--- src/rtl/core/bpa_ram.sv ---
`default_nettype none

module bpa_ram #(
   parameter int WIDTH = 8,
   parameter int DEPTH = 16,
   localparam int ADDR_W = $clog2(DEPTH)
) (
   input  logic              clock,
   input  logic              wr_en,
   input  logic [ADDR_W-1:0] wr_addr,
   input  logic [WIDTH-1:0]  wr_data,
   input  logic              rd_en,
   input  logic [ADDR_W-1:0] rd_addr,
   output logic [WIDTH-1:0]  rd_data
);

   logic [WIDTH-1:0] mem [DEPTH];

   always_ff @(posedge clock) begin
      if (wr_en) begin
         mem[wr_addr] <= wr_data;
      end
      if (rd_en) begin
         rd_data <= mem[rd_addr];
      end
   end

endmodule

`default_nettype wire

--- config.mk ---
export PLATFORM = sky130hd
export DESIGN_NAME = bpa_ram
export DESIGN_NICKNAME = d
export VERILOG_FILES = /design/src/rtl/core/bpa_ram.sv
export SDC_FILE = /design/constraint.sdc
export NUM_CORES = 1
export LEC_CHECK = 0
export ABC_AREA = 1
export ABC_CLOCK_PERIOD_IN_PS = 2400
export BUFFER_PORTS_ARGS = -buffer_cell sky130_fd_sc_hd__buf_2
export CAP_MARGIN = 20
export CORE_AREA = 2 2 103 95
export DETAILED_ROUTE_END_ITERATION = 8
export DIE_AREA = 0 0 105 97
export PLACE_DENSITY = 0.91
export SYNTH_ARGS = -nofsm -noshare
export SYNTH_HDL_FRONTEND = slang
export SYNTH_SLANG_ARGS = --single-unit
--- constraint.sdc ---
create_clock -name clock -period 2.4 [get_ports clock]
set_input_delay 0.48 -clock clock [delete_from_list [all_inputs] [get_ports clock]]
set_output_delay 0.48 -clock clock [all_outputs]
set_load 0.03 [all_outputs]
# Word level (Yosys, flattened, before mapping)
# Memory sizes are Yosys's and may differ from the RTL's. A register that Yosys moved wholly into a read port is not among the register bits.
# Index checks and enable logic that the tools add are counted.
# word_totals
reg_bits,0
ramBits,128
inputBits,19
n_memories,1
# op_classes
n_mux,2
# mem_list
name,words,word_bits,rd,rd_clocked_by_memory_dff,write_ports,line_no,rtl
mem,16,8,1,1,1,17,logic [WIDTH-1:0] mem [DEPTH];
# ops
operator,count
$mux 1,2

# Logic depth before layout (Yosys ltp)
# logic_depth
word_depth,2
ltp_mapped,8
depth_no_buf,7

# Worst setup path after synthesis
# Ideal clock, no wire load.
# synth_timing
kind,input port to flip-flop
start,input wr_addr[2]
end,"memory mem[10][0], enable pin"
setup_ps,370
arrival_ps,1061
required_time_ps,2030
setup_slack_ps,969
cell_stages,2
path_buffers,0
cell_sequence,nand3b_1 -> nor2_1
# synth_lines
item,line_no,rtl
from (decl),10,"input logic [ADDR_W-1:0] wr_addr,"
to (decl),17,
# No word-level cell before the write port.

# Final worst setup path
# layout_timing
start,"register rd_data[4], read port of mem"
end,output rd_data[4]
# layout_lines
item,line_no,rtl
from (decl),14,output logic [WIDTH-1:0] rd_data
# No word-level cell between the ends.

==> impl_metrics.ini <==
[drt]
drt_wl_total_um = 12700
drtPass1Iterations = 5
drc = 0
first_iter_violations = 558
vias = 4075
ant_nets = 0
avgViaCountPerCell = 5.69
post_drt_wl_per_cell_um = 17.7

[worst_setup_path]
r2r_slack_ns = 1.18
crit_chain = buf_2
slowest_stage = edfxtp_1
required_ns = 1.92
critPathBufInv = 1
crit_fanout = 1
reg2reg_depth = 6
r2r-end = rd_data[6]
cpPeakStageDelay_ns = 0.40
path_class = register to primary output
crit_path_start_kind = register
timing.rr.start = mem[7][6]
critPathArrivalTime_ns = 1.11
crit_family = flip-flops
endpoint_kind = primary output

[power_and_ir_drop]
comb_power_share_pct = 5.9
p_per_area_nw_per_um2 = 854
vdd_ir_drop_max_mv = 0.551
swShare_pct = 21.5
p_sw_w = 0.00122
p_clk_share_pct = 46.5
power_leakage_nw = 2.87
intPower_w = 0.00444
p_seq_share_pct = 47.5

[clock_network]
clock-root-buffer = clkbuf_8
postCtsHoldBufs = 0
cts.repair.resized = 0
htreeDepth = 4
post_cts_buffers = 0
clk_pin_slew_worst_paths_ns = 0.06
clk_latency_ns = 0.52
clock_sinks = 136
cts-buffers-inserted = 17
cts_tree = built
clk_path_buf_depth = 2

[synth]
synth_area_sq_um = 5850
synth.distinct_cells = 11
synth_common_cells = nand2_1, edfxtp_1, inv_1, nand3_1, nor2_1
synth.avg_cell_area_sq_um = 10.6
synth_top_area_share_pct = 69.8
synth_edf_count = 136
synth.largest_area_cell = edfxtp_1
synthFlopType = edfxtp_1
yosys.cell_count.top_type = nand2_1
synth_nets = 570
synth_seq_cells = 136
synth_area_leaders = edfxtp_1, nand2_1, nand3_1, inv_1, buf_6
synthCells = 551
postSynth.asyncResetShare_pct = 0
ys_seq_area_share_pct = 69.8
synth_warnings = 0

[timing]
maxClockFrequency_mhz = 628
period_share_pct = 66.3
setup_viol = 0
slew_headroom_pct = 46.9
hold_violations = 0
worst_pin_slew_ns = 0.793
slew_viol_final = 0
grt_setup_unrepaired = false
skew_ns = 0.00709
min_period_ns = 1.59
setup_tns_ns = 0

[worst_hold_path]
hold_path.startpoint = rd_en
hold_path.class = input port to register
min_path_cells = 1
hold_end = rd_data[4]

[placement]
place.gp.congestion = 0.880
hpwlAfterDp_um = 7560
port_buffers = 26

[layout]
n_antenna_cell = 0
fin_util_pct = 73.7
area_growth_pct = 13.4
nNetsFinal = 600
drive_gt1_share_pct = 11.3
fill_cells = 570

[die]
fp-row-count = 33
start_util_pct = 65.0
core-area_sq_um = 9000
die_area_sq_um = 10200
ioPinCount = 27
die_h_um = 97
die_x_um = 105

[grt]
grt_start_max_net_pins = 38
antenna_found_initial = 0
grt_usage_pct = 26.2
overflow = 0
grt_pass1_vias = 3861
grt_pass1_wl_um = 19700

[run_status]
status = completed

[run]
maxCapViolations = 0
## worst reg2reg max path, cell delays in order (launching register included)
cell	delay, ns
edfxtp_1	0.37
inv_1	0.07
nand2_1	0.05
nand3_1	0.11
nand3_1	0.13
nand3_1	0.17
nand2_1	0.08
## routing by layer
layer / GRT usage, % / wire length, um
met4: 11.3 / 420
met3: 7.48 / 1470
met2: 42.4 / 6220
met1: 33.2 / 4570
met5: 0 / 0
## cell type report
class | instances | area (sq um) | area share (%)
multi-input combinational | 289 | 1210 | 18.3
timing repair buffer | 35 | 198 | 2.98
inverter | 102 | 383 | 5.77
clock inverter | 13 | 179 | 2.70
clock buffer | 19 | 422 | 6.36
tap | 122 | 153 | 2.30
sequential | 136 | 4080 | 61.6
## state kept, by name, summed over array words and instances (netlist names)
register / flops
mem: 128
rd_data: 8
## power by group through the flow
| stage | logic (W) | registers (W) | clock network (W) |
|---|---|---|---|
| after floorplan | 0.000188 | 0.00276 | 0 |
| after global placement | 0.000314 | 0.00274 | 0 |
| after detailed placement | 0.000323 | 0.00274 | 0 |
| after CTS | 0.000328 | 0.00269 | 0.00264 |
| after global routing | 0.000365 | 0.00270 | 0.00275 |
| final | 0.000336 | 0.00269 | 0.00263 |
## cells in the final DEF, fill, tap and decap left out
| cell type | synthesis | final |
|---|---|---|
| inv_1 | 100 | 100 |
| nor2_1 | 17 | 17 |
| clkinv_2 | 0 | 5 |
| clkbuf_8 | 0 | 1 |
| clkinvlp_4 | 0 | 1 |
| bufinv_16 | 0 | 4 |
| inv_2 | 2 | 2 |
| buf_2 | 13 | 26 |
| nand3_1 | 97 | 97 |
| nand3b_1 | 2 | 2 |
| buf_4 | 4 | 9 |
| clkbuf_16 | 0 | 16 |
| clkbuf_1 | 0 | 2 |
| nand2_1 | 173 | 173 |
| edfxtp_1 | 136 | 136 |
| clkinv_4 | 0 | 3 |
## worst max path at each step
stage,end,cells after the start,slack [ns],from
final,rd_data[4],1,0.81,rd_data[4]
after CTS,rd_data[4],1,0.79,rd_data[4]
after floorplan,mem[10][0],2,0.97,wr_addr[2]
after global routing,rd_data[4],1,0.77,rd_data[4]
after detailed placement,mem[11][1],3,0.54,wr_addr[2]
after global placement,mem[11][6],3,0.59,wr_addr[2]
## cell families after synthesis
kind of cell | synth area share [%]
buffers and inverters | 9.39
and+or+nand+nor | 20.8
DFF | 69.8
## metrics by stage
| stage | setup slack [ns] | cells | total power [W] | hold slack (ns) | instance area, sq um |
|---|---|---|---|---|---|
| 4_1_cts | 0.792 | 716 | 0.00566 | 0.293 | 6630 |
| 2_1_floorplan | 0.969 | 551 | 0.00295 | 0.579 | 5850 |
| 3_3_place_gp | 0.589 | 684 | 0.00305 | 0.709 | 6030 |
| 5_1_grt | 0.771 | 716 | 0.00581 | 0.295 | 6630 |
| 6_report | 0.808 | 716 | 0.00566 | 0.311 | 6630 |
| 3_5_place_dp | 0.544 | 684 | 0.00306 | 0.736 | 6030 |
Note: power is estimated with default switching activity, not from simulation.
